==> config.mk <==
export PLATFORM = sky130hd
export DESIGN_NAME = wsi_stack_cell
export DESIGN_NICKNAME = d
export VERILOG_FILES = /design/src/hdl/wsi_pkg.sv /design/src/hdl/wsi_stack_cell.sv
export SDC_FILE = /design/constraint.sdc
export NUM_CORES = 1
export LEC_CHECK = 0
export BUFFER_PORTS_ARGS = -buffer_cell sky130_fd_sc_hd__buf_2
export CORE_ASPECT_RATIO = 1.25
export CORE_UTILIZATION = 31
export CTS_CLUSTER_SIZE = 28
export DETAILED_ROUTE_END_ITERATION = 8
export GPL_ROUTABILITY_DRIVEN = 1
export PLACE_DENSITY = 0.73
export SKIP_CTS_REPAIR_TIMING = 1
export SLEW_MARGIN = 10
export SYNTH_ARGS = -nofsm -noshare
export SYNTH_HDL_FRONTEND = slang
export SYNTH_SLANG_ARGS = --single-unit
==> constraint.sdc <==
create_clock -name clk_i -period 6.9 [get_ports clk_i]
set_clock_uncertainty 0.1 [all_clocks]
set_input_delay 1.035 -clock clk_i [delete_from_list [all_inputs] [get_ports clk_i]]
set_output_delay 1.035 -clock clk_i [all_outputs]
set_load 0.05 [all_outputs]
==> src/hdl/wsi_pkg.sv <==
`timescale 1ns / 1ps
// ----------------------------------------------------------------------------
// Stack interpreter package
// Shared types, opcodes and a helper function for the bytecode interpreter.
// ----------------------------------------------------------------------------
package wsi_pkg;

  localparam int unsigned STACK_DEPTH_DEF = 256;
  localparam int unsigned LOCAL_SLOTS_DEF = 64;

  localparam logic [7:0] OP_UNREACHABLE = 8'h00;
  localparam logic [7:0] OP_RETURN      = 8'h0F;
  localparam logic [7:0] OP_CALL        = 8'h10;
  localparam logic [7:0] OP_DROP        = 8'h1A;
  localparam logic [7:0] OP_LOCAL_GET   = 8'h20;
  localparam logic [7:0] OP_LOCAL_SET   = 8'h21;
  localparam logic [7:0] OP_I32_CONST   = 8'h41;
  localparam logic [7:0] OP_I64_CONST   = 8'h42;
  localparam logic [7:0] OP_I32_EQ      = 8'h46;
  localparam logic [7:0] OP_I32_LT_S    = 8'h48;
  localparam logic [7:0] OP_I32_ADD     = 8'h6A;
  localparam logic [7:0] OP_I32_SUB     = 8'h6B;
  localparam logic [7:0] OP_I32_MUL     = 8'h6C;
  localparam logic [7:0] OP_I32_AND     = 8'h71;
  localparam logic [7:0] OP_I32_OR      = 8'h72;

  typedef enum logic [1:0] {
    ST_EXEC   = 2'd0,
    ST_RETURN = 2'd1,
    ST_TRAP   = 2'd2,
    ST_END    = 2'd3
  } status_e;

  typedef enum logic [2:0] {
    PH_IDLE,
    PH_DECLS,
    PH_GROUP_N,
    PH_GROUP_T,
    PH_OP,
    PH_IMM_U,
    PH_IMM_S
  } phase_e;

  typedef enum logic [2:0] {
    EX_NONE,
    EX_PUSH,
    EX_PUSH_LOCAL,
    EX_DROP,
    EX_SET_LOCAL,
    EX_BINOP
  } exec_e;

  typedef enum logic [1:0] {
    CELL_HOLD,
    CELL_PUSH,
    CELL_POP
  } cell_cmd_e;

  typedef struct packed {
    logic [7:0] code_byte;
    logic       body_start;
    logic       body_last;
  } wsi_in_t;

  typedef struct packed {
    logic [1:0]  status;
    logic [7:0]  opcode;
    logic [8:0]  depth;
    logic [63:0] top_value;
  } wsi_out_t;

  // Decoded work for the execute stage.
  typedef struct packed {
    logic        clear;
    logic        emit;
    status_e     status;
    logic [7:0]  opcode;
    exec_e       kind;
    logic [63:0] imm;
  } wsi_exec_t;

  function automatic logic [31:0] wsi_binop(input logic [7:0] op, input logic [31:0] a,
                                            input logic [31:0] b);
    logic [31:0] r;
    case (op)
      OP_I32_ADD: r = a + b;
      OP_I32_SUB: r = a - b;
      OP_I32_MUL: r = a * b;
      OP_I32_AND: r = a & b;
      OP_I32_OR:  r = a | b;
      OP_I32_EQ:  r = {31'd0, a == b};
      default:    r = {31'd0, $signed(a) < $signed(b)};
    endcase
    return r;
  endfunction

endpackage

==> src/hdl/wsi_stack_cell.sv <==
`timescale 1ns / 1ps
// ----------------------------------------------------------------------------
// Stack cell
// One operand stack entry; shifts down on push and up on pop.
// ----------------------------------------------------------------------------
module wsi_stack_cell
  import wsi_pkg::*;
(
  input  logic        clk_i,
  input  cell_cmd_e   cmd_i,
  input  logic [63:0] above_i,
  input  logic [63:0] below_i,
  output logic [63:0] value_o
);

  logic [63:0] value_q, value_d;

  always_comb begin
    case (cmd_i)
      CELL_PUSH: value_d = above_i;
      CELL_POP:  value_d = below_i;
      default:   value_d = value_q;
    endcase
  end

  always_ff @(posedge clk_i) begin
    value_q <= value_d;
  end

  assign value_o = value_q;

endmodule

---- Word-level counts from Yosys, hierarchy flattened ----
Cells that the tools add are included.
word-level totals
  register bits after elaboration ......... 64
  logic and storage cells ................. 5
operators by class
  eq/ne operators ......................... 2
  mux-type cells .......................... 1
  reduce and logical (&&, ||, !) cells .... 1
operator list
  cell                count
  $pmux 64 s2         1
  $eq 2x1->1 const B  1
  $eq 2x2->1 const B  1
  $reduce_bool 2->1   1

---- Logic depth before layout (Yosys ltp) ----
Gate-level depths: netlist of run 1.
  word-level depth ........................ 2
  gate-level depth with buffers ........... 5
  depth with buffers taken out ............ 3

---- Worst setup path after synthesis of run 1 ----
No wires, ideal clock.
  kind .................................... input to register
  start ................................... in cmd_i[0]
  end ..................................... reg value_q[0] (netlist: value_o[0]) (enable)
  setup time .............................. 0.418 ns
  arrival time ............................ 2.590 ns
  path slack .............................. 3.792 ns
  cell stages on the path ................. 3
  cells stage by stage .................... inv_1 > ha_1 > inv_1
on the way
  word-level cells in the longest chain between the ends .. 2
  elaborated cells on any way between the ends .. 3
RTL lines
  element                                          RTL line              RTL
  start, declared                                  wsi_stack_cell.sv:10  input cell_cmd_e cmd_i,
  $eq 2x2->1 / $eq 2x1->1 (equally long branches)  wsi_stack_cell.sv:19  case (cmd_i)
  $reduce_bool 2->1 (no source line) *             -
  end signal, assigned                             wsi_stack_cell.sv:27  value_q <= value_d;
  end, declared                                    wsi_stack_cell.sv:16  logic [63:0] value_q, value_d;
Mark *: on every way between the ends. The rest lies on a longest branch, timed or not.
A chain may end at the register's enable or synchronous reset.

---- Final worst setup path of run 1 ----
  start ................................... in cmd_i[0]
  end ..................................... reg value_q[1] (netlist: value_o[1]), data pin
on the way
  word-level cells in the longest chain between the ends .. 2
  elaborated cells on any way between the ends .. 3
RTL lines
  element                                          RTL line
  $eq 2x2->1 / $eq 2x1->1 (equally long branches)  wsi_stack_cell.sv:19
  $pmux 64 s2 *                                    wsi_stack_cell.sv:19
  via value_d[1]                                   wsi_stack_cell.sv:16
Mark *: on every way through the listed nets, which the timed path passes. The rest lies on a longest branch.

==> results of run 1 <==
metrics by stage:
step                hold slack [ps]  instances  setup slack, ps
finish                        911.8        466             4088
global route                  893.7        466             4014
CTS                           894.9        466             4064
detailed placement             1238        450             3715
global placement               1235        450             3775
floorplan                      1152        138             3792
layout make-up:
cell class                 instances  area [sq um]
clock buffer                      12         236.5
clock inverter                     4         45.04
fill                             872          4999
inverter                           2         7.507
multi-input combinational         65         970.9
sequential                        64          1922
tap                              123         153.9
timing repair buffer             196         985.9
cells in the mapped netlist:
cell type  instances
ha_1               1
buf_12             6
mux2_4            60
inv_1              2
buf_6              1
edfxtp_1          64
mux2_2             4
layout by cell type (no fill, tap or decap):
cell and n:
inv_1 1, mux2_4 60, mux2_2 4, clkinv_2 3, buf_4 2, bufinv_16 1
inv_2 1, edfxtp_1 64, buf_2 194, ha_4 1, clkbuf_1 3, clkbuf_16 9
path summary, 6_finish.rpt:
| kind | start | end | slack, ps |
|---|---|---|---|
| worst min-delay path | above_i[55] | value_o[55] | 910 |
| worst max-delay path | cmd_i[0] | value_o[1] | 4090 |
report_power, final:
part	internal, mW	leakage, nW	switching, mW
sequential	0.496	0.626	0.0132
clock	0.277	0.140	0.146
combinational	0.107	1.25	0.258
total	0.880	2.02	0.417
worst max-delay path, stage by stage:
cell,delay (ps)
buf_2,100
inv_1,90
ha_4,470
buf_4,640
mux2_2,410
kinds of logic after synthesis:
kind of cell and Yosys count:
fa+ha+maj 1, buf+inv 9, flops 64, mux 64
layer usage:
metal / part of all wire, % / vias up / GRT usage [%]
met5: 0 / - / 0
met4: 3.0 / 0 / 8.172
met2: 53 / 108 / 23.16
li1: - / 941 / -
met1: 35 / 899 / 12.77
met3: 8.4 / 18 / 5.149
==> flow_summary.yaml, run 1 <==
final_layout:
  layout-drive-gt1-share_pct: 80.17
  final_util_pct: 46.37
  fin_nets: 470
  area_growth_pct: 43.14
  diodes: 0
  largest_register_ffs: 64
  final_area_sq_mm: 0.004322
sta:
  setup_viol: 0
  finalMaxSlewViolations: 0
  setup_tns_ps: 0
  finalCriticalPeriod_ps: 2812
  rsz0062_at_grt: "false"
  worstMarginPinSlew_ps: 797.1
  min_period_over_period_pct: 40.76
  max_freq_mhz: 355.6
  hold_violations: 0
  relSlewSlack_pct: 46.86
synth:
  syn-num-nets: 270
  muxShareOfSynthArea_pct: 31.33
  synthCells: 138
  yosysSeqAreaShare_pct: 63.66
  ys_warn_count: 0
  yosys.area_share.simple_pct: 0
  syn_area_sq_mm: 0.003019
  synth_top_area_share_pct: 63.66
  synthXorXnorAreaFrac_pct: 0
  synth.area.top_cells: "edfxtp_1 (64%), mux2_4 (30%), buf_12 (4.0%)"
  synthAdderAreaFrac_pct: 0.4144
  synth_compound_area_share_pct: 0
  synthDistinctLibCells: 7
  synth_top_family_by_area: "multiplexers"
  postSynthAreaPerCell_sq_um: 21.88
  yosys.area.top_type: "edfxtp_1"
  synth_seq_cells: 64
global_routing:
  antenna_found_initial: 0
  grt_start_max_net_pins: 65
  gr-total-overflow: 0
  grt_pass1_vias: 2163
  grt_pass1_wl_um: 9984
  grt.total_usage_pct: 13.10
setup_path:
  critPathArrivalTime_ps: 2780
  cp.required_ps: 6870
  crit_path_end_kind: "flop"
  cp_max_fo: 37
  cp-start-kind: "input port"
  crit_type: "input port to flop"
die:
  fp.dieArea_sq_mm: 0.01014
  rows: 39
  die_height_um: 112.3
  core-area_sq_mm: 0.009320
  ios: 195
  start_util_pct: 32.39
  die_w_um: 90.27
min_path:
  min_path_type: "input port to flop"
  min_path_cells: 2
detailed_routing:
  first_iter_violations: 44
  dr.pass1.iters: 4
  drt_wl_total_um: 6418
  drtAntennaViolNets: 0
  via_per_inst: 4.219
  drc: 0
  wl_per_cell_um: 13.77
  dr_total_vias: 1966
clocking:
  clockRootBuffer: "clkbuf_16"
  path_clk_slew_ps: 50
  htreeDepth: 3
  numCtsBuffers: 9
  clockBufferDepth: 2
  cts_tree: "built"
  cts_sinks: 64
power:
  pwr_density_cell_mw_per_mm2: 300.1
  p_total_mw: 1.297
  ir_drop_mv: 0.1058
  leakagePower_nw: 2.021
placed_design:
  portBuffers: 194
  place_area_sq_mm: 0.004040
  gp_congestion: 0.7191
flow_run:
  drv_cap: 0
run_status:
  status: "complete, no violations"
Note: power is estimated with default switching activity, not from simulation.
==> run 2: changes to the inputs <==
--- a/config.mk
+++ b/config.mk
@@ -11,7 +11,7 @@
 export CTS_CLUSTER_SIZE = 28
 export DETAILED_ROUTE_END_ITERATION = 8
 export GPL_ROUTABILITY_DRIVEN = 1
-export PLACE_DENSITY = 0.73
+export PLACE_DENSITY = 0.75
 export SKIP_CTS_REPAIR_TIMING = 1
 export SLEW_MARGIN = 10
 export SYNTH_ARGS = -nofsm -noshare
==> constraint.sdc (replaced) <==
create_clock -name clk_i -period 2.35 [get_ports clk_i]
set_clock_uncertainty 0.1 [all_clocks]
set_input_delay 0.3525 -clock clk_i [delete_from_list [all_inputs] [get_ports clk_i]]
set_output_delay 0.3525 -clock clk_i [all_outputs]
set_load 0.05 [all_outputs]
==> run 2 against run 1 <==
  * Non-clock buffer count rose by 3
  * Cell count grew 0.64%
  * First-iteration DRC count increased by 91%
  * Global-route usage about the same
  * Clock-buffer cell count shrank 1
  * Die area is the same
  * Flip-flop and latch count is the same
  * Largest cell class unchanged
  * Largest power group unchanged
==> flow_summary.yaml, run 2 (synthesized netlist as in run 1, its figures left out) <==
die:
  core-area_sq_mm: 0.009320
  die_w_um: 90.27
  fp.dieArea_sq_mm: 0.01014
  ios: 195
  start_util_pct: 32.39
  die_height_um: 112.3
  rows: 39
clocking:
  cts_sinks: 64
  htreeDepth: 3
  clockRootBuffer: "clkbuf_16"
  numCtsBuffers: 9
  path_clk_slew_ps: 50
  clockBufferDepth: 2
  cts_tree: "built"
sta:
  rsz0062_at_grt: "false"
  hold_violations: 0
  max_freq_mhz: 664.1
  setup_tns_ps: 0
  setup_viol: 0
  finalMaxSlewViolations: 0
  finalCriticalPeriod_ps: 1506
  worstMarginPinSlew_ps: 457.8
  fin_hold_ws_ps: 230.4
  min_period_over_period_pct: 64.08
  relSlewSlack_pct: 69.42
global_routing:
  grt_start_max_net_pins: 29
  gr-total-overflow: 0
  grt_pass1_wl_um: 9880
  grt_pass1_vias: 2121
  grt.total_usage_pct: 13.10
  antenna_found_initial: 0
setup_path:
  slowest_delay_ps: 380
  cp-start-kind: "input port"
  cpMaxStageDelayCell: "clkinvlp_4"
  crit_buf_inv: 4
  crit_type: "input port to flop"
  cp.depth: 5
  path_delay_family: "buffers and inverters"
  cp_max_fo: 28
  crit_start: "cmd_i[0]"
  cp-endpoint: "value_o[53]"
  path_cells: "buf_2 -> inv_1 -> ha_4 -> clkinvlp_4 -> buf_12"
  crit_path_end_kind: "flop"
  critPathArrivalTime_ps: 1470
  cp.required_ps: 2320
power:
  pwr_density_cell_mw_per_mm2: 851.6
  ir_drop_mv: 0.3830
  leakagePower_nw: 2.039
detailed_routing:
  dr.pass1.iters: 4
  dr_total_vias: 1987
  drt_wl_total_um: 6492
  drtAntennaViolNets: 0
  wl_per_cell_um: 13.84
  via_per_inst: 4.237
  first_iter_violations: 84
  drc: 0
final_layout:
  final_util_pct: 46.92
  final_common_cell: "buf_2"
  final_cell_mix: "buf_2 (194), edfxtp_1 (64), mux2_4 (60)"
  largest_register_ffs: 64
  diodes: 0
  layout-drive-gt1-share_pct: 80.35
  area_growth_pct: 44.84
  fin_nets: 473
placed_design:
  gp_congestion: 0.7648
  portBuffers: 194
  hpwl_um: 5083
min_path:
  min_path_type: "input port to flop"
run_status:
  status: "complete, no violations"
flow_run:
  drv_cap: 0
[run 2: metal layers]
metal | part of all wire, % | routed length [um] | GRT usage [%] | up-vias
li1 | - | - | - | 947
met1 | 38 | 2436 | 13.54 | 902
met2 | 51 | 3330 | 22.65 | 112
met3 | 6.3 | 412 | 2.913 | 26
met4 | 4.8 | 312 | 10.86 | 0
met5 | 0 | 0 | 0 | -
[run 2: worst min-delay path by stage]
stage | from | end | slack (ps) | depth (start not counted)
final | above_i[12] | value_o[12] | 230 | 2
after global routing | above_i[4] | value_o[4] | 220 | 2
after CTS | above_i[4] | value_o[4] | 220 | 2
after detailed placement | above_i[9] | value_o[9] | 560 | 2
after global placement | below_i[17] | value_o[17] | 550 | 2
after floorplan | below_i[10] | value_o[10] | 470 | 1
[run 2: through the flow]
| step | setup slack (ps) | total power, mW | std cells | area (sq um) |
|---|---|---|---|---|
| floorplan | 259.9 | 2.324 | 138 | 3023 |
| global placement | 487.4 | 2.605 | 453 | 4116 |
| detailed placement | 501.3 | 2.620 | 453 | 4116 |
| CTS | 831.1 | 3.766 | 469 | 4373 |
| global route | 768.2 | 3.863 | 469 | 4373 |
| finish | 844.2 | 3.724 | 469 | 4373 |
[run 2: cell type report]
cell class                 instances  area (sq um)
multi-input combinational         65         970.9
tap                              123         153.9
inverter                           2         11.26
fill                             821          4947
sequential                        64          1922
timing repair buffer             199          1059
clock buffer                      11         232.7
clock inverter                     5         23.77
[run 2: power breakdown]
part | internal [mW] | leakage [nW] | switching [mW]
clock network | 0.701 | 0.130 | 0.434
registers | 1.46 | 0.626 | 0.0383
logic | 0.330 | 1.28 | 0.766
total | 2.49 | 2.04 | 1.24
