==> config.mk <==
export PLATFORM = sky130hd
export DESIGN_NAME = wsi_parser
export DESIGN_NICKNAME = d
export VERILOG_FILES = /design/src/hdl/wsi_pkg.sv /design/src/hdl/wsi_parser.sv
export SDC_FILE = /design/constraint.sdc
export NUM_CORES = 1
export LEC_CHECK = 0
export BUFFER_PORTS_ARGS = -buffer_cell sky130_fd_sc_hd__buf_2
export CAP_MARGIN = 20
export CELL_PAD_IN_SITES_DETAIL_PLACEMENT = 1
export CELL_PAD_IN_SITES_GLOBAL_PLACEMENT = 2
export CORE_ASPECT_RATIO = 2
export CORE_UTILIZATION = 33
export CTS_BUF_LIST = sky130_fd_sc_hd__clkbuf_16
export CTS_CLUSTER_DIAMETER = 40
export CTS_CLUSTER_SIZE = 10
export DETAILED_ROUTE_END_ITERATION = 10
export PLACE_DENSITY_LB_ADDON = 0.1
export SYNTH_ARGS = -nofsm -noshare
export SYNTH_HDL_FRONTEND = slang
export SYNTH_SLANG_ARGS = --single-unit
==> constraint.sdc <==
create_clock -name clk_i -period 5.3 [get_ports clk_i]
set_clock_uncertainty 0.1 [all_clocks]
set_input_delay 0.795 -clock clk_i [delete_from_list [all_inputs] [get_ports clk_i]]
set_output_delay 0.795 -clock clk_i [all_outputs]
set_load 0.02 [all_outputs]
==> src/hdl/wsi_pkg.sv <==
`timescale 1ns / 1ps
// ----------------------------------------------------------------------------
// Stack interpreter package
// Shared types, opcodes and a helper function for the bytecode interpreter.
// ----------------------------------------------------------------------------
package wsi_pkg;

  localparam int unsigned STACK_DEPTH_DEF = 256;
  localparam int unsigned LOCAL_SLOTS_DEF = 64;

  localparam logic [7:0] OP_UNREACHABLE = 8'h00;
  localparam logic [7:0] OP_RETURN      = 8'h0F;
  localparam logic [7:0] OP_CALL        = 8'h10;
  localparam logic [7:0] OP_DROP        = 8'h1A;
  localparam logic [7:0] OP_LOCAL_GET   = 8'h20;
  localparam logic [7:0] OP_LOCAL_SET   = 8'h21;
  localparam logic [7:0] OP_I32_CONST   = 8'h41;
  localparam logic [7:0] OP_I64_CONST   = 8'h42;
  localparam logic [7:0] OP_I32_EQ      = 8'h46;
  localparam logic [7:0] OP_I32_LT_S    = 8'h48;
  localparam logic [7:0] OP_I32_ADD     = 8'h6A;
  localparam logic [7:0] OP_I32_SUB     = 8'h6B;
  localparam logic [7:0] OP_I32_MUL     = 8'h6C;
  localparam logic [7:0] OP_I32_AND     = 8'h71;
  localparam logic [7:0] OP_I32_OR      = 8'h72;

  typedef enum logic [1:0] {
    ST_EXEC   = 2'd0,
    ST_RETURN = 2'd1,
    ST_TRAP   = 2'd2,
    ST_END    = 2'd3
  } status_e;

  typedef enum logic [2:0] {
    PH_IDLE,
    PH_DECLS,
    PH_GROUP_N,
    PH_GROUP_T,
    PH_OP,
    PH_IMM_U,
    PH_IMM_S
  } phase_e;

  typedef enum logic [2:0] {
    EX_NONE,
    EX_PUSH,
    EX_PUSH_LOCAL,
    EX_DROP,
    EX_SET_LOCAL,
    EX_BINOP
  } exec_e;

  typedef enum logic [1:0] {
    CELL_HOLD,
    CELL_PUSH,
    CELL_POP
  } cell_cmd_e;

  typedef struct packed {
    logic [7:0] code_byte;
    logic       body_start;
    logic       body_last;
  } wsi_in_t;

  typedef struct packed {
    logic [1:0]  status;
    logic [7:0]  opcode;
    logic [8:0]  depth;
    logic [63:0] top_value;
  } wsi_out_t;

  // Decoded work for the execute stage.
  typedef struct packed {
    logic        clear;
    logic        emit;
    status_e     status;
    logic [7:0]  opcode;
    exec_e       kind;
    logic [63:0] imm;
  } wsi_exec_t;

  function automatic logic [31:0] wsi_binop(input logic [7:0] op, input logic [31:0] a,
                                            input logic [31:0] b);
    logic [31:0] r;
    case (op)
      OP_I32_ADD: r = a + b;
      OP_I32_SUB: r = a - b;
      OP_I32_MUL: r = a * b;
      OP_I32_AND: r = a & b;
      OP_I32_OR:  r = a | b;
      OP_I32_EQ:  r = {31'd0, a == b};
      default:    r = {31'd0, $signed(a) < $signed(b)};
    endcase
    return r;
  endfunction

endpackage

==> src/hdl/wsi_parser.sv <==
`timescale 1ns / 1ps
// ----------------------------------------------------------------------------
// Bytecode parser
// Walks the local header, decodes opcodes and LEB128 immediates, one byte
// per item, and hands a decoded operation to the execute stage.
// ----------------------------------------------------------------------------
module wsi_parser
  import wsi_pkg::*;
#(
  parameter int unsigned LOCAL_SLOTS = LOCAL_SLOTS_DEF,
  localparam int unsigned AW = (LOCAL_SLOTS > 1) ? $clog2(LOCAL_SLOTS) : 1,
  localparam int unsigned LW = $clog2(LOCAL_SLOTS + 1)
) (
  input  logic          clk_i,
  input  logic          rst_ni,
  input  logic          accept_i,
  input  wsi_in_t       in_i,
  output wsi_exec_t     exec_o,
  output logic [AW-1:0] lidx_o
);

  phase_e      phase_q, phase_d, eff_phase;
  logic [63:0] acc_q, acc_d, eff_acc, acc_t, sext;
  logic [6:0]  shift_q, shift_d, eff_shift, shift_t;
  logic [31:0] groups_q, groups_d, eff_groups, groups_dec;
  logic [31:0] gcount_q, gcount_d, eff_gcount;
  logic [LW-1:0] inuse_q, inuse_d, eff_inuse, room;
  logic [7:0]  pend_q, pend_d, eff_pend;
  logic [7:0]  b;
  logic        leb_end, idx_ok, done, halt;
  status_e     status;
  exec_e       kind;
  logic [7:0]  op;
  logic [63:0] imm;

  assign b = in_i.code_byte;

  always_comb begin
    // A start byte sees a freshly cleared parser.
    if (in_i.body_start) begin
      eff_phase  = PH_DECLS;
      eff_acc    = '0;
      eff_shift  = '0;
      eff_groups = '0;
      eff_gcount = '0;
      eff_inuse  = '0;
      eff_pend   = '0;
    end else begin
      eff_phase  = phase_q;
      eff_acc    = acc_q;
      eff_shift  = shift_q;
      eff_groups = groups_q;
      eff_gcount = gcount_q;
      eff_inuse  = inuse_q;
      eff_pend   = pend_q;
    end

    acc_t   = (eff_shift < 7'd64) ? (eff_acc | ({57'd0, b[6:0]} << eff_shift[5:0])) : eff_acc;
    shift_t = (eff_shift < 7'd70) ? (eff_shift + 7'd7) : eff_shift;
    leb_end = !b[7];
    sext    = acc_t;
    if (shift_t < 7'd64 && acc_t[shift_t[5:0] - 6'd1]) begin
      sext = acc_t | (~64'd0 << shift_t[5:0]);
    end
    idx_ok     = acc_t[31:0] < 32'(eff_inuse);
    room       = LW'(LOCAL_SLOTS) - eff_inuse;
    groups_dec = eff_groups - 32'd1;

    phase_d  = eff_phase;
    acc_d    = eff_acc;
    shift_d  = eff_shift;
    groups_d = eff_groups;
    gcount_d = eff_gcount;
    inuse_d  = eff_inuse;
    pend_d   = eff_pend;
    done     = 1'b0;
    status   = ST_EXEC;
    kind     = EX_NONE;
    op       = '0;
    imm      = '0;

    case (eff_phase)
      PH_DECLS: begin
        acc_d   = acc_t;
        shift_d = shift_t;
        if (leb_end) begin
          groups_d = acc_t[31:0];
          acc_d    = '0;
          shift_d  = '0;
          phase_d  = (acc_t[31:0] != 32'd0) ? PH_GROUP_N : PH_OP;
        end
      end
      PH_GROUP_N: begin
        acc_d   = acc_t;
        shift_d = shift_t;
        if (leb_end) begin
          gcount_d = acc_t[31:0];
          acc_d    = '0;
          shift_d  = '0;
          phase_d  = PH_GROUP_T;
        end
      end
      PH_GROUP_T: begin
        inuse_d  = eff_inuse + ((eff_gcount < 32'(room)) ? eff_gcount[LW-1:0] : room);
        groups_d = groups_dec;
        phase_d  = (groups_dec != 32'd0) ? PH_GROUP_N : PH_OP;
      end
      PH_IMM_U, PH_IMM_S: begin
        acc_d   = acc_t;
        shift_d = shift_t;
        if (leb_end) begin
          done    = 1'b1;
          op      = eff_pend;
          acc_d   = '0;
          shift_d = '0;
          phase_d = PH_OP;
          case (eff_pend)
            OP_I32_CONST: begin
              kind = EX_PUSH;
              imm  = {32'd0, sext[31:0]};
            end
            OP_I64_CONST: begin
              kind = EX_PUSH;
              imm  = sext;
            end
            OP_LOCAL_GET: kind = idx_ok ? EX_PUSH_LOCAL : EX_NONE;
            OP_LOCAL_SET: kind = idx_ok ? EX_SET_LOCAL : EX_NONE;
            default:      kind = EX_NONE;
          endcase
        end
      end
      PH_OP: begin
        pend_d = b;
        if (b == OP_CALL || b == OP_LOCAL_GET || b == OP_LOCAL_SET) begin
          acc_d   = '0;
          shift_d = '0;
          phase_d = PH_IMM_U;
        end else if (b == OP_I32_CONST || b == OP_I64_CONST) begin
          acc_d   = '0;
          shift_d = '0;
          phase_d = PH_IMM_S;
        end else begin
          done = 1'b1;
          op   = b;
          case (b)
            OP_UNREACHABLE: status = ST_TRAP;
            OP_RETURN:      status = ST_RETURN;
            OP_DROP:        kind = EX_DROP;
            OP_I32_ADD, OP_I32_SUB, OP_I32_MUL, OP_I32_AND,
            OP_I32_OR, OP_I32_EQ, OP_I32_LT_S: kind = EX_BINOP;
            default:        kind = EX_NONE;
          endcase
        end
      end
      default: begin
        phase_d = eff_phase;
      end
    endcase

    // Return, trap and the last body byte all halt until the next start.
    halt = (eff_phase != PH_IDLE) && (status != ST_EXEC || in_i.body_last);
    if (halt) begin
      phase_d = PH_IDLE;
      if (status == ST_EXEC) begin
        status = ST_END;
      end
    end

    exec_o.clear  = in_i.body_start;
    exec_o.emit   = (eff_phase != PH_IDLE) && (done || in_i.body_last);
    exec_o.status = status;
    exec_o.opcode = op;
    exec_o.kind   = kind;
    exec_o.imm    = imm;
    lidx_o        = acc_t[AW-1:0];
  end

  always_ff @(posedge clk_i or negedge rst_ni) begin
    if (!rst_ni) begin
      phase_q  <= PH_IDLE;
      acc_q    <= '0;
      shift_q  <= '0;
      groups_q <= '0;
      gcount_q <= '0;
      inuse_q  <= '0;
      pend_q   <= '0;
    end else if (accept_i) begin
      phase_q  <= phase_d;
      acc_q    <= acc_d;
      shift_q  <= shift_d;
      groups_q <= groups_d;
      gcount_q <= gcount_d;
      inuse_q  <= inuse_d;
      pend_q   <= pend_d;
    end
  end

endmodule

After elaboration in Yosys (flattened, before gate mapping)

Index checks and enable logic that the tools add are counted.

$add $sub $neg: 5
Bitwise logic cells: 2
Shift operators: 2
Reduce and logical (&&, ||, !) cells: 18
Mux-type cells: 61
Equality and inequality tests: 24
Multiply operators: 0
$lt $le $gt $ge: 6
Div/mod/pow operators: 0

Operators by type and width:

| kind                                                                 | count |
|---|---|
| 64-bit two-way mux                                                   | 8 |
| 64-bit case mux with 2 select lines                                  | 2 |
| 32-bit two-way mux                                                   | 5 |
| 64-bit bitwise OR                                                    | 2 |
| 8-bit by 7-bit == test with 1-bit output, second input constant      | 11 |
| 32-bit by 7-bit < comparator with 1-bit output                       | 2 |
| 32-bit case mux with 2 select lines                                  | 1 |
| 32-bit nonzero test                                                  | 2 |
| 64-bit by 6-bit left shift with 64-bit output, first input constant  | 1 |
| 7-bit by 6-bit left shift with 64-bit output                         | 1 |
| 7-bit two-way mux                                                    | 8 |
| 8-bit two-way mux                                                    | 5 |
| 3-bit two-way mux                                                    | 13 |
| 8-bit by 6-bit == test with 1-bit output, second input constant      | 4 |
| 32-bit by 1-bit subtractor with 32-bit output, second input constant | 1 |
| 7-bit < comparator, second input constant                            | 3 |
| 8-bit by 5-bit == test with 1-bit output, second input constant      | 2 |
| 8-bit case mux with 2 select lines                                   | 1 |
| 3-bit case mux with 5 select lines                                   | 1 |
| 7-bit case mux with 2 select lines                                   | 1 |
| 2-bit two-way mux                                                    | 6 |
| 3-bit case mux with 2 select lines                                   | 2 |
| 3-bit == test, second input constant                                 | 3 |
| 3-bit case mux with 3 select lines                                   | 1 |
| other kinds (21)                                                     | 32 |

Latch bits: 0
ROM bits: 0
Memories kept: 0
Logic and storage cells: 125
RAM bits: 0
Bits of input ports: 13
Output and inout port bits: 85
Bits in registers: 153

Longest topological paths before layout

Gate-level depths: netlist of run 1.

Depth in word-level cells: 11
Depth in mapped cells: 29
Gate-level depth less buffers: 24

Least setup slack after synthesis of run 1

OpenSTA, ideal clock, no wires.

Kind: input to output
Start: in in_i[1] in the netlist's numbering
End: out exec_o[34] in the netlist's numbering
Stages on the path: 21
Required time: 4.405 ns
Setup slack: -0.515 ns
Buffers on the path: 10
Data arrival time: 4.920 ns
Cell sequence: buf_4 > buf_2 > buf_4 > buf_2 > buf_4 > buf_4 > buf_2 > a21oi_1 > ha_1 > inv_1 > ha_1 > clkbuf_1 > clkbuf_1 > nand2_1 > a211oi_1 > nor3_1 > a22o_1 > o32ai_2 > nand2_1 > buf_2 > o32ai_1

RTL lines:

| element            | RTL line         | text |
|---|---|---|
| start: declaration | wsi_parser.sv:17 | `input wsi_in_t in_i,` |
| end: declaration   | wsi_parser.sv:18 | `output wsi_exec_t exec_o,` |

==> results of run 1 <==
[placed cells by master (no fill, tap or decap), types with 18 or more instances in the layout]
| cell | count |
|---|---|
| sky130_fd_sc_hd__xnor2_1 | 18 |
| sky130_fd_sc_hd__nor2b_1 | 22 |
| sky130_fd_sc_hd__o21ai_0 | 154 |
| sky130_fd_sc_hd__nor3_1 | 43 |
| sky130_fd_sc_hd__nor2_1 | 145 |
| sky130_fd_sc_hd__nand2b_1 | 19 |
| sky130_fd_sc_hd__inv_1 | 50 |
| sky130_fd_sc_hd__o32ai_4 | 27 |
| sky130_fd_sc_hd__o22ai_1 | 26 |
| sky130_fd_sc_hd__a22o_1 | 70 |
| sky130_fd_sc_hd__ha_1 | 23 |
| sky130_fd_sc_hd__clkbuf_16 | 21 |
| sky130_fd_sc_hd__a31oi_1 | 20 |
| sky130_fd_sc_hd__buf_2 | 37 |
| sky130_fd_sc_hd__buf_6 | 61 |
| sky130_fd_sc_hd__buf_4 | 223 |
| sky130_fd_sc_hd__a21oi_1 | 100 |
| sky130_fd_sc_hd__nand3_1 | 32 |
| sky130_fd_sc_hd__dfrtp_1 | 152 |
| sky130_fd_sc_hd__nand2_1 | 199 |
[per-layer routing]
metal / up-vias / track usage, %
met5: - / 0
met4: 6 / 39.9
met3: 313 / 5.26
met2: 519 / 70.3
met1: 7645 / 35.9
li1: 6671 / -
[state kept, by name, summed over array words and instances (netlist names)]
signal	flops
acc_q	64
gcount_q	32
groups_q	32
pend_q	8
inuse_q	7
shift_q	7
phase_q	3
[kinds of logic after synthesis]
| group | share of synthesized area (%) |
|---|---|
| adder cells (fa/ha/maj) | 2.88 |
| buffers and inverters | 6.83 |
| flip-flops | 29.8 |
| XOR/XNOR | 2.11 |
| multiplexers | 2.43 |
| AND/OR/NAND/NOR | 22.3 |
| AO/OA/AOI/OAI | 33.6 |
[repair_timing]
action / CTS / global route
resized for setup: 104 / 148
setup endpoints to repair: 62 / 62
pin swaps: 19 / 60
cloned: 1 / 5
buffers inserted: 8 / 21
[critical path, stage by stage, from the launching register on]
cell	delay [ns]
sky130_fd_sc_hd__dfrtp_2	0.41
sky130_fd_sc_hd__buf_4	0.16
sky130_fd_sc_hd__buf_4	0.21
sky130_fd_sc_hd__o31ai_4	0.33
sky130_fd_sc_hd__nand3_1	0.14
sky130_fd_sc_hd__a21o_1	0.32
sky130_fd_sc_hd__ha_4	0.33
sky130_fd_sc_hd__buf_6	0.13
sky130_fd_sc_hd__buf_6	0.13
sky130_fd_sc_hd__nor2_4	0.10
sky130_fd_sc_hd__inv_1	0.10
sky130_fd_sc_hd__o22ai_1	0.19
sky130_fd_sc_hd__a21oi_1	0.12
sky130_fd_sc_hd__a22o_1	0.27
sky130_fd_sc_hd__o32ai_4	0.19
sky130_fd_sc_hd__nand2_4	0.19
sky130_fd_sc_hd__buf_4	0.19
sky130_fd_sc_hd__o32ai_2	0.27
sky130_fd_sc_hd__buf_4	0.20
[synthesized netlist by cell type, drive strengths merged (13+ instances only)]
master / instances
xor2: 13
xnor2: 18
a31oi: 24
o22ai: 27
o32ai: 33
a32o: 16
nor2b: 25
clkbuf: 95
nand3: 45
o211ai: 14
nand2: 205
a21oi: 120
mux2i: 16
ha: 28
nor4: 19
a22oi: 19
nor3: 48
inv: 57
a22o: 72
nand4: 13
nand2b: 19
buf: 57
o21ai: 171
a21o: 16
nor2: 158
a211oi: 16
dfrtp: 153
[path summary, 6_finish.rpt]
check | from | to | slack [ns] | cells after the start
setup / recovery | shift_q[4] | exec_o[32] | -0.04 | 18
hold / removal | rst_ni | groups_q[2] | 0.27 | 1
setup reg to reg | inuse_q[0] | inuse_q[6] | 0.97 | 23
hold reg to reg | gcount_q[22] | gcount_q[22] | 0.38 | 2
max in group asynchronous | rst_ni | shift_q[4] | 3.62 | 2
min in group clk_i | gcount_q[22] | gcount_q[22] | 0.38 | 2
[power breakdown]
group / internal, mW / total [mW] / switching [mW]
combinational: 1.33 / 3.52 / 2.19
clock: 0.642 / 1.31 / 0.666
sequential: 1.26 / 1.40 / 0.146
total: 3.23 / 6.23 / 3.00
[area by class of cell]
type                    instances  area share [%]
well taps                     515            3.66
clock buffers                  17            2.42
flip-flops and latches        153            21.7
clock inverters                15           0.980
inverters                      58            1.27
multi-input cells            1321            53.1
repair buffers                341            16.8
==> results.txt, run 1 <==
----------------------------------------------------
[Power and ir drop]
  Power Dens Cells ... 354 nW/µm²
  Leakage Power ... 7.41 nW
  Worst IR Drop VDD ... 0.000237 V
  Total Power ... 6.23 mW

[Detailed routing]
  DRT iter0 DRCs ... 860
  Routed length per placed instance ... roughly 32 µm
  Max Used Layer ... met5
  Final Routed Wirelength ... 76300 µm
  Wire length on met3 ... around 3000 µm
  Drc violations ... 0
  Remaining antenna violation count ... 0
  Router iterations before antenna repair ... 5
  Detailed-routed wire length on met2 ... 39300 µm
  Routed met1 length ... 24400 µm
  Via density ... around 6.3
  Vias ... about 15000

[GRT]
  Initial antenna violation count ... 3
  Number of global-route vias before repair ... ~16000
  Overall overflow remaining after global route ... 0
  Largest net degree at the start of global routing ... 93
  GRT Total Usage ... 38.7%
  Wire length of the first global-routing pass ... between 100000 and 150000 µm

[Place]
  Number of I/O port buffers ... 97
  Number of cells after detailed placement ... 2354
  HPWL after DPL ... ~57000 µm
  Post-Place Setup Slack ... -0.819 ns
  Placer Congestion ... 0.980
  Cell area after placement ... 15700 µm²

[Synth]
  Share of synthesized flip-flops with an asynchronous set or reset ... 100%
  Register bit count reported by yosys ... 153
  Sequential area share after synthesis ... between 20 and 30%
  Top cell type's share of synthesized area ... 29.8%
  Syn Area/Cell ... 7.63 µm²
  Number of distinct library cell variants in the gate-level netlist after synthesis ... 100
  Number of enable-type register cells in the synthesized netlist ... 0
  Main flop type after synthesis ... sky130_fd_sc_hd__dfrtp_1
  Ranking of synthesized cells by area ... sky130_fd_sc_hd__dfrtp_1 (30%), sky130_fd_sc_hd__o21ai_0 (6.4%), sky130_fd_sc_hd__nand2_1 (6.0%)
  Cell type with the highest aggregate area in the netlist ... sky130_fd_sc_hd__dfrtp_1
  Netlist Area Pre-Place ... between 10000 and 15000 µm²
  Net count after synthesis ... 1726
  Number of warning messages in the yosys log ... 0
  Synthesized instance count ... 1684

[Worst setup path]
  Worst Setup Path Type ... reg -> out
  Critical path launch point type ... flip-flop
  Arrival time reported for the critical path endpoint ... approximately 4.4 ns
  Critical path required time ... 4.41 ns
  Crit Path Max Fanout ... 13
  Nature of the critical path endpoint ... output pin

[Layout]
  Number of nets in the final layout ... slightly below 2000
  Antenna fix cells ... 0
  Final non-filler cell area ... 17600 µm²
  Area taken by flip-flops and latches ... 3830 µm²
  Number of filler cells placed in the layout ... between 4000 and 5000
  Count of placed standard cells in the final layout, fillers left out ... 2420
  Core occupancy in the finished layout ... 46.2%
  Share of cells above drive strength 1 ... 29.4%
  Area delta synth->final ... 37.1%
  Multi-input combinational cell area ... 9360 µm²

[Clocking]
  CTS hold repair buffers ... 0
  Clock tree root driver cell ... sky130_fd_sc_hd__clkbuf_16
  Number of buffers inserted during clock tree synthesis ... 17
  Number of clock sinks ... 153
  Clock transition at the registers of the reported paths ... 0.08 ns
  Clock tree from TritonCTS ... built
  Clock Latency Late Sink ... 0.47 ns
  Depth of the CTS H-tree ... 4
  Clock Path Buffers ... 2

[STA]
  Hold WS ... 0.268 ns
  Share of the cycle needed by the critical path after routing ... 101%
  Total negative setup slack ... -0.0735 ns
  Fmax ... 0.187 GHz
  Time the final worst path needs with I/O delays and setup ... 5.34 ns
  Unrepaired setup endpoints after global routing ... yes
  Number of max-slew violations in the final report ... 0
  Setup violators final ... 7
  Pin slew with the least headroom to its limit ... 1.41 ns
  Final Hold Fails ... 0
  Fin worst setup slack ... -0.0361 ns
  Headroom to the max-slew limit ... under 10%

[Outcome]
  Outcome ... complete, but fails checks
  Failing checks ... setup timing

[Floorplanning]
  Rows ... ~100
  Boundary pin count ... 98
  Die height ... 281 µm
  Chip width ... roughly 140 µm
  Core region area ... 38200 µm²
  Starting utilization of the core area ... 33.7%
  Die Footprint ... 39800 µm²

[Hold path]
  Class of the tightest hold or removal check ... in -> async

[Run]
  Number of max-capacitance violations reported ... 0

----------------------------------------------------
Power figures use the tool's default switching activity.
==> inputs of run 2 (changes only) <==
Settings changed: CORE_UTILIZATION 33 to 30.
==> run 2 against run 1 <==
  * Global-route usage is 3.4 points lower
  * Sequential cell count did not move
  * First-iteration DRC count down 12%
  * Die area is 9.9% higher
  * Clock-buffer cell count unchanged
  * Via count fell by 1.6%
  * The flow still finishes with violations (setup timing)
  * Setup slack lost 0.0083 ns
  * Clock power about the same
  * Sequential share of layout area rose by 0.14 points
  * Non-clock buffer count fell by 6
  * Worst hold slack gained 0.037 ns
==> results.txt, run 2 (synthesis gave the netlist of run 1 again) <==
----------------------------------------------------
[Outcome]
  Outcome ... complete, but fails checks
  Failing checks ... setup timing

[Layout]
  Final non-filler cell area ... 17500 µm² (-0.67%)
  Most common library cell in the layout ignoring fill and taps ... sky130_fd_sc_hd__buf_4
  Number of nets in the final layout ... 1928 (-0.31%)
  Core occupancy in the finished layout ... 41.6% (-4.5 points)
  Share of cells above drive strength 1 ... 28.2% (-1.2 points)
  Number of flip-flops under the largest register name ... 64 (unchanged)
  Antenna fix cells ... 0 (unchanged)
  Commonest non-fill, non-tap cells in the layout ... sky130_fd_sc_hd__buf_4 (219), sky130_fd_sc_hd__nand2_1 (200), sky130_fd_sc_hd__o21ai_0 (155)
  Number of filler cells placed in the layout ... 4997 (+9.8%)
  Register with the most flip-flops ... acc_q
  Area delta synth->final ... 36.2%
  Largest registers ... acc_q: 64 flops, gcount_q: 32 flops, groups_q: 32 flops

[Worst setup path]
  Worst Setup Path Type ... reg -> out
  Crit path max-delay cell type ... sky130_fd_sc_hd__nor3_2
  Number of buffer and inverter stages on the critical path ... 6 (-1)
  Logic depth of the worst setup path including buffers ... 15 (-3)
  Cell Chain, Critical Path ... buf_4 -> a211oi_1 -> nor3_2 -> or3_4 -> buf_4 -> buf_4 -> nand2_1 -> o22ai_1 -> o21ai_0 -> o41ai_2 -> a211oi_4 -> buf_12 -> buf_8 -> o32ai_4 -> buf_6
  Nature of the critical path endpoint ... output pin
  Crit Path Max Fanout ... 23 (+10)
  Cell occurring most often along the worst timing path ... sky130_fd_sc_hd__buf_4
  Kind of cell adding the most delay to the critical path ... compound AO/OA/AOI/OAI gates
  Register-to-Register Path Depth ... 23 (unchanged)
  Arrival time reported for the critical path endpoint ... 4.45 ns (about the same)
  Critical path required time ... 4.41 ns (about the same)
  Critical path launch point type ... flip-flop
  Worst path max stage delay ... 0.59 ns (+0.18 ns)

[Clocking]
  Number of buffers inserted during clock tree synthesis ... 17 (unchanged)
  Depth of the CTS H-tree ... 4 (unchanged)
  Clock transition at the registers of the reported paths ... 0.07 ns (about the same)
  Clock tree root driver cell ... sky130_fd_sc_hd__clkbuf_16
  Clock tree from TritonCTS ... built
  Number of clock sinks ... 153 (unchanged)
  CTS hold repair buffers ... 0 (unchanged)
  Clock Latency Late Sink ... 0.47 ns (about the same)
  Clock Path Buffers ... 2 (unchanged)

[GRT]
  Wire length of the first global-routing pass ... 109000 µm (+0.56%)
  Met3 global-route usage ... 4.49% (-0.78 points)
  GRT Total Usage ... 35.3% (-3.4 points)
  Busiest layer in global routing ... met2
  Overall overflow remaining after global route ... 0 (unchanged)
  Initial antenna violation count ... 1 (-2)
  Number of global-route vias before repair ... 15600 (-1.1%)
  Largest net degree at the start of global routing ... 83 (-11%)
  Routing usage on met1 ... 32.9% (-3.0 points)
  Met2 track demand over resource in global routing ... 64.2% (-6.1 points)

[Power and ir drop]
  Worst IR Drop VDD ... 0.000195 V (-18%)
  Power Dens Cells ... 351 nW/µm² (-0.93%)
  Leakage Power ... 7.32 nW (-1.2%)

[STA]
  Setup violators final ... 14 (+7)
  Fmax ... 0.187 GHz (-0.16%)
  Share of the cycle needed by the critical path after routing ... 101% (+0.16 points)
  Pin slew with the least headroom to its limit ... 1.40 ns (-0.00601 ns)
  Number of max-slew violations in the final report ... 0 (unchanged)
  Final Hold Fails ... 0 (unchanged)
  Headroom to the max-slew limit ... 6.45% (+0.40 points)
  Unrepaired setup endpoints after global routing ... yes
  Time the final worst path needs with I/O delays and setup ... 5.34 ns (+0.00831 ns)
  Fin worst setup slack ... -0.0444 ns (-0.00831 ns)

[Place]
  Cell area after placement ... 15800 µm² (+0.87%)
  HPWL after DPL ... 58200 µm (+1.2%)
  Placer Congestion ... 0.972 (-0.76%)
  Number of I/O port buffers ... 97 (unchanged)

[Detailed routing]
  Routed length per placed instance ... 31.4 µm (-0.31%)
  Final Routed Wirelength ... 76600 µm (+0.47%)
  Router iterations before antenna repair ... 5 (unchanged)
  Remaining antenna violation count ... 0 (unchanged)
  Via density ... 6.12 (-2.3%)
  Drc violations ... 0 (unchanged)
  Vias ... 14900 (-1.6%)
  DRT iter0 DRCs ... 761 (-12%)

[Floorplanning]
  Boundary pin count ... 98 (unchanged)
  Die Footprint ... 43700 µm² (+9.9%)
  Starting utilization of the core area ... 30.6% (-3.1 points)
  Die height ... 295 µm (+4.8%)
  Rows ... 106 (+5.0%)
  Core region area ... 42000 µm² (+10%)
  Chip width ... 148 µm (+4.8%)

[Hold path]
  Class of the tightest hold or removal check ... in -> async

[Run]
  Number of max-capacitance violations reported ... 0 (unchanged)

----------------------------------------------------
[run 2: layout make-up]
cell class / instances / area, µm² / area share (%)
Multi-Input combinational cell: 1321 / 9260 / 52.9
Tap cell: 540 / 676 / 3.86
Sequential cell: 153 / 3830 / 21.9
Timing Repair Buffer: 335 / 2910 / 16.6
Clock inverter: 15 / 170 / 0.973
Inverter: 58 / 224 / 1.28
Clock buffer: 17 / 425 / 2.43
[run 2: final timing paths]
| path | from | endpoint | slack, ns |
|---|---|---|---|
| max in group asynchronous | rst_ni | gcount_q[25] | 3.82 |
| hold reg to reg | gcount_q[1] | gcount_q[1] | 0.38 |
| setup reg to reg | inuse_q[0] | inuse_q[6] | 0.91 |
| hold / removal | rst_ni | phase_q[1] | 0.30 |
| setup / recovery | shift_q[2] | exec_o[45] | -0.04 |
| min in group clk_i | gcount_q[1] | gcount_q[1] | 0.38 |
[run 2: repair_timing]
action	4_1_cts	5_1_grt
buffers inserted	6	6
pin swaps	10	58
endpoints found under the setup margin	62	62
gates cloned	0	6
resized for setup	52	166
[run 2: routing by layer]
layer,share of wire [%],wire (µm)
met5,0,0
met4,11,8670
met3,3.4,2580
met2,53,40400
met1,33,25000
[run 2: per-stage QoR]
step | setup WS, ns | setup TNS, ns | std cells | power [mW] | hold WS [ns]
finish | -0.0444 | -0.289 | 2439 | 6.13 | 0.305
detailed placement | -0.252 | -0.483 | 2389 | 4.40 | 0.365
CTS | 0.000342 | 0 | 2427 | 5.81 | 0.359
global placement | -0.225 | -0.439 | 2389 | 4.37 | 0.357
floorplan | 0.00632 | 0 | 1684 | 3.10 | 0.342
global route | -0.135 | -3.83 | 2439 | 6.38 | 0.376
[run 2: worst reg2reg max path: stages (launching register included)]
cell	delay (ns)
sky130_fd_sc_hd__dfrtp_1	0.42
sky130_fd_sc_hd__nand2_1	0.11
sky130_fd_sc_hd__inv_1	0.06
sky130_fd_sc_hd__or3_1	0.44
sky130_fd_sc_hd__nor3_2	0.16
sky130_fd_sc_hd__xnor2_1	0.17
sky130_fd_sc_hd__ha_1	0.29
sky130_fd_sc_hd__a21o_1	0.16
sky130_fd_sc_hd__a21oi_1	0.13
sky130_fd_sc_hd__o211ai_1	0.18
sky130_fd_sc_hd__mux2i_1	0.17
sky130_fd_sc_hd__nor2_1	0.13
sky130_fd_sc_hd__ha_2	0.19
sky130_fd_sc_hd__inv_1	0.06
sky130_fd_sc_hd__fa_2	0.37
sky130_fd_sc_hd__nor2b_1	0.11
sky130_fd_sc_hd__o21ai_0	0.08
sky130_fd_sc_hd__nand2b_1	0.12
sky130_fd_sc_hd__a21o_1	0.14
sky130_fd_sc_hd__a21oi_2	0.06
sky130_fd_sc_hd__xor2_1	0.16
sky130_fd_sc_hd__nor2_1	0.17
sky130_fd_sc_hd__mux2i_1	0.22
sky130_fd_sc_hd__a21oi_1	0.08
[run 2: power breakdown]
part	leakage (nW)	internal, mW	switching, mW
clock network	0.291	0.639	0.658
logic	4.92	1.29	2.14
registers	2.11	1.26	0.150
total	7.32	3.19	2.95
==> inputs of run 3 (changes only) <==
Settings changed: RECOVER_POWER set to 100.
==> run 3 against run 2 <==
  * First-iteration DRC count shrank 0.66%
  * Via count grew 0.23%
  * Non-clock buffer count did not move
  * Clock power hardly changed
  * The run ends with capacitance limit, slew limit, setup timing left
  * Clock-buffer cell count unchanged
  * Combinational power barely moved
  * Largest cell class unchanged
  * Maximum frequency decreased by 2.1%
==> results.txt, run 3 (synthesis gave the netlist of run 1 again) <==
----------------------------------------------------
[Run]
  Number of max-capacitance violations reported ... 2 (+2)

[Worst setup path]
  Critical path required time ... 4.41 ns (about the same)
  Worst Setup Path Type ... in -> out
  Crit Path Max Fanout ... 13 (-43%)
  Critical path launch point type ... input pin
  Arrival time reported for the critical path endpoint ... 4.57 ns (+0.12 ns)
  Nature of the critical path endpoint ... output pin

[Detailed routing]
  Via density ... 6.13 (+0.23%)
  Router iterations before antenna repair ... 7 (+2)
  Final Routed Wirelength ... 76600 µm (about the same)
  Drc violations ... 0 (unchanged)
  Vias ... 15000 (+0.23%)
  DRT iter0 DRCs ... 756 (-0.66%)
  Routed length per placed instance ... 31.4 µm (about the same)
  Remaining antenna violation count ... 0 (unchanged)

[Layout]
  Register with the most flip-flops ... acc_q
  Number of flip-flops under the largest register name ... 64 (unchanged)
  Most common library cell in the layout ignoring fill and taps ... sky130_fd_sc_hd__buf_4
  Count of placed standard cells in the final layout, fillers left out ... 2439 (unchanged)
  Number of filler cells placed in the layout ... 5003 (+0.12%)
  Share of cells above drive strength 1 ... 26.6% (-1.6 points)
  Area delta synth->final ... 35.5%
  Commonest non-fill, non-tap cells in the layout ... sky130_fd_sc_hd__buf_4 (208), sky130_fd_sc_hd__nand2_1 (200), sky130_fd_sc_hd__o21ai_0 (157)
  Antenna fix cells ... 0 (unchanged)
  Largest registers ... acc_q: 64 flops, gcount_q: 32 flops, groups_q: 32 flops
  Number of nets in the final layout ... 1928 (unchanged)

[Clocking]
  Number of buffers inserted during clock tree synthesis ... 17 (unchanged)
  Depth of the CTS H-tree ... 4 (unchanged)
  Clock tree from TritonCTS ... built
  Number of clock sinks ... 153 (unchanged)
  Clock tree root driver cell ... sky130_fd_sc_hd__clkbuf_16
  CTS hold repair buffers ... 0 (unchanged)
  Clock Path Buffers ... 2 (unchanged)
  Clock transition at the registers of the reported paths ... 0.08 ns (about the same)
  Clock Latency Late Sink ... 0.47 ns (about the same)

[Floorplanning]
  Rows ... 106 (unchanged)
  Die height ... 295 µm (unchanged)
  Boundary pin count ... 98 (unchanged)
  Chip width ... 148 µm (unchanged)
  Die Footprint ... 43700 µm² (unchanged)
  Core region area ... 42000 µm² (unchanged)
  Starting utilization of the core area ... 30.6% (unchanged)

[Power and ir drop]
  Switching power total ... 2.95 mW (about the same)
  Leakage Power ... 7.20 nW (-1.6%)
  Fraction of power consumed by combinational cells ... 55.7% (-0.2 points)
  Design internal power ... 3.17 mW (-0.41%)
  Switching share of power ... 48.2% (+0.11 points)
  Reg power frac ... 23.0% (about the same)
  Worst IR Drop VDD ... 0.000195 V (about the same)
  Proportion of power drawn by the clock network ... 21.3% (+0.2 points)
  Total Power ... 6.12 mW (-0.20%)
  Power Dens Cells ... 352 nW/µm² (+0.34%)

[STA]
  Share of the cycle needed by the critical path after routing ... 103% (+2.2 points)
  Final Hold Fails ... 0 (unchanged)
  Time the final worst path needs with I/O delays and setup ... 5.46 ns (+0.116 ns)
  Fin worst setup slack ... -0.161 ns (-0.116 ns)
  Fmax ... 0.183 GHz (-2.1%)
  Pin slew with the least headroom to its limit ... 2.47 ns (+1.06 ns)
  Hold WS ... 0.379 ns (+0.0740 ns)
  Setup violators final ... 10 (-4)
  Number of max-slew violations in the final report ... 156 (+156)
  Headroom to the max-slew limit ... -64.5% (-71 points)
  Unrepaired setup endpoints after global routing ... yes

[Outcome]
  Failing checks ... capacitance limit, slew limit, setup timing
  Outcome ... complete, but fails checks

[GRT]
  Number of global-route vias before repair ... 15600 (unchanged)
  GRT Total Usage ... 35.3% (unchanged)
  Overall overflow remaining after global route ... 0 (unchanged)
  Largest net degree at the start of global routing ... 83 (unchanged)
  Initial antenna violation count ... 1 (unchanged)
  Wire length of the first global-routing pass ... 109000 µm (unchanged)

[Place]
  Number of cells after detailed placement ... 2389 (unchanged)
  Post-Place Setup Slack ... -0.252 ns (unchanged)
  Number of I/O port buffers ... 97 (unchanged)
  Placer Congestion ... 0.972 (unchanged)
  HPWL after DPL ... 58200 µm (unchanged)

[Hold path]
  Class of the tightest hold or removal check ... reg -> reg

----------------------------------------------------
-- run 3: cell count changes in the layout (fill, tap and decap cells not counted), sizes merged --
cell    previous run  this run
buf              331       302
clkbuf            21        50
-- run 3: power by group through the flow --
stage	Combinational [mW]	Sequential (mW)	Clock [mW]
after floorplan	1.76	1.33	0
after detailed placement	2.98	1.42	0
after CTS	3.09	1.40	1.32
final	3.41	1.41	1.30
after global placement	2.95	1.42	0
after global routing	3.59	1.42	1.36
-- run 3: final cells by class --
cell class | instances | area (µm²) | share of cell area [%]
well taps | 540 | 676 | 3.88
repair buffers | 335 | 2830 | 16.2
clock inverters | 15 | 170 | 0.978
multi-input cells | 1321 | 9250 | 53.2
inverters | 58 | 224 | 1.29
clock buffers | 17 | 425 | 2.44
flip-flops and latches | 153 | 3830 | 22.0
-- run 3: per-stage QoR --
step,cell area (µm²),setup TNS [ns],util (%)
global placement,15800,-0.439,37.6
detailed placement,15800,-0.483,37.6
finish,17400,-0.437,41.4
CTS,16700,0,39.7
global route,17400,-4.05,41.4
floorplan,13500,0,-
-- run 3: critical path: stages --
cell and delay, ns:
sky130_fd_sc_hd__buf_4 0.21, sky130_fd_sc_hd__buf_4 0.22, sky130_fd_sc_hd__and3b_1 0.19, sky130_fd_sc_hd__o21ai_1 0.18, sky130_fd_sc_hd__nand3_1 0.32, sky130_fd_sc_hd__a22oi_1 0.91
sky130_fd_sc_hd__buf_4 0.27, sky130_fd_sc_hd__inv_1 0.11, sky130_fd_sc_hd__ha_1 0.25, sky130_fd_sc_hd__a311oi_1 0.27, sky130_fd_sc_hd__buf_4 0.16, sky130_fd_sc_hd__o21ai_2 0.11
sky130_fd_sc_hd__buf_4 0.17, sky130_fd_sc_hd__o21ai_1 0.18, sky130_fd_sc_hd__buf_2 0.20
-- run 3: routing by layer --
layer | share of wire (%) | vias up | GRT usage, %
li1 | - | 6666 | -
met1 | 32 | 7561 | 32.9
met2 | 53 | 462 | 64.2
met3 | 3.4 | 261 | 4.49
met4 | 11 | 2 | 36.1
met5 | 0.022 | - | 0
-- run 3: what timing repair did --
item	in CTS	in global routing
setup buffers	6	6
gates resized for setup	52	166
endpoints found under the setup margin	62	62
pin swaps	10	58
cloned	0	6
-- run 3: final timing paths --
kind	endpoint	cells past startpoint	from	slack (ns)
min in group asynchronous	phase_q[1]	1	rst_ni	0.98
worst min register to register	gcount_q[1]	2	gcount_q[1]	0.38
worst max register to register	inuse_q[6]	22	inuse_q[2]	0.74
max in group asynchronous	gcount_q[21]	2	rst_ni	1.10
worst min-delay path	gcount_q[1]	2	gcount_q[1]	0.38
worst max-delay path	exec_o[65]	15	in_i[1]	-0.16
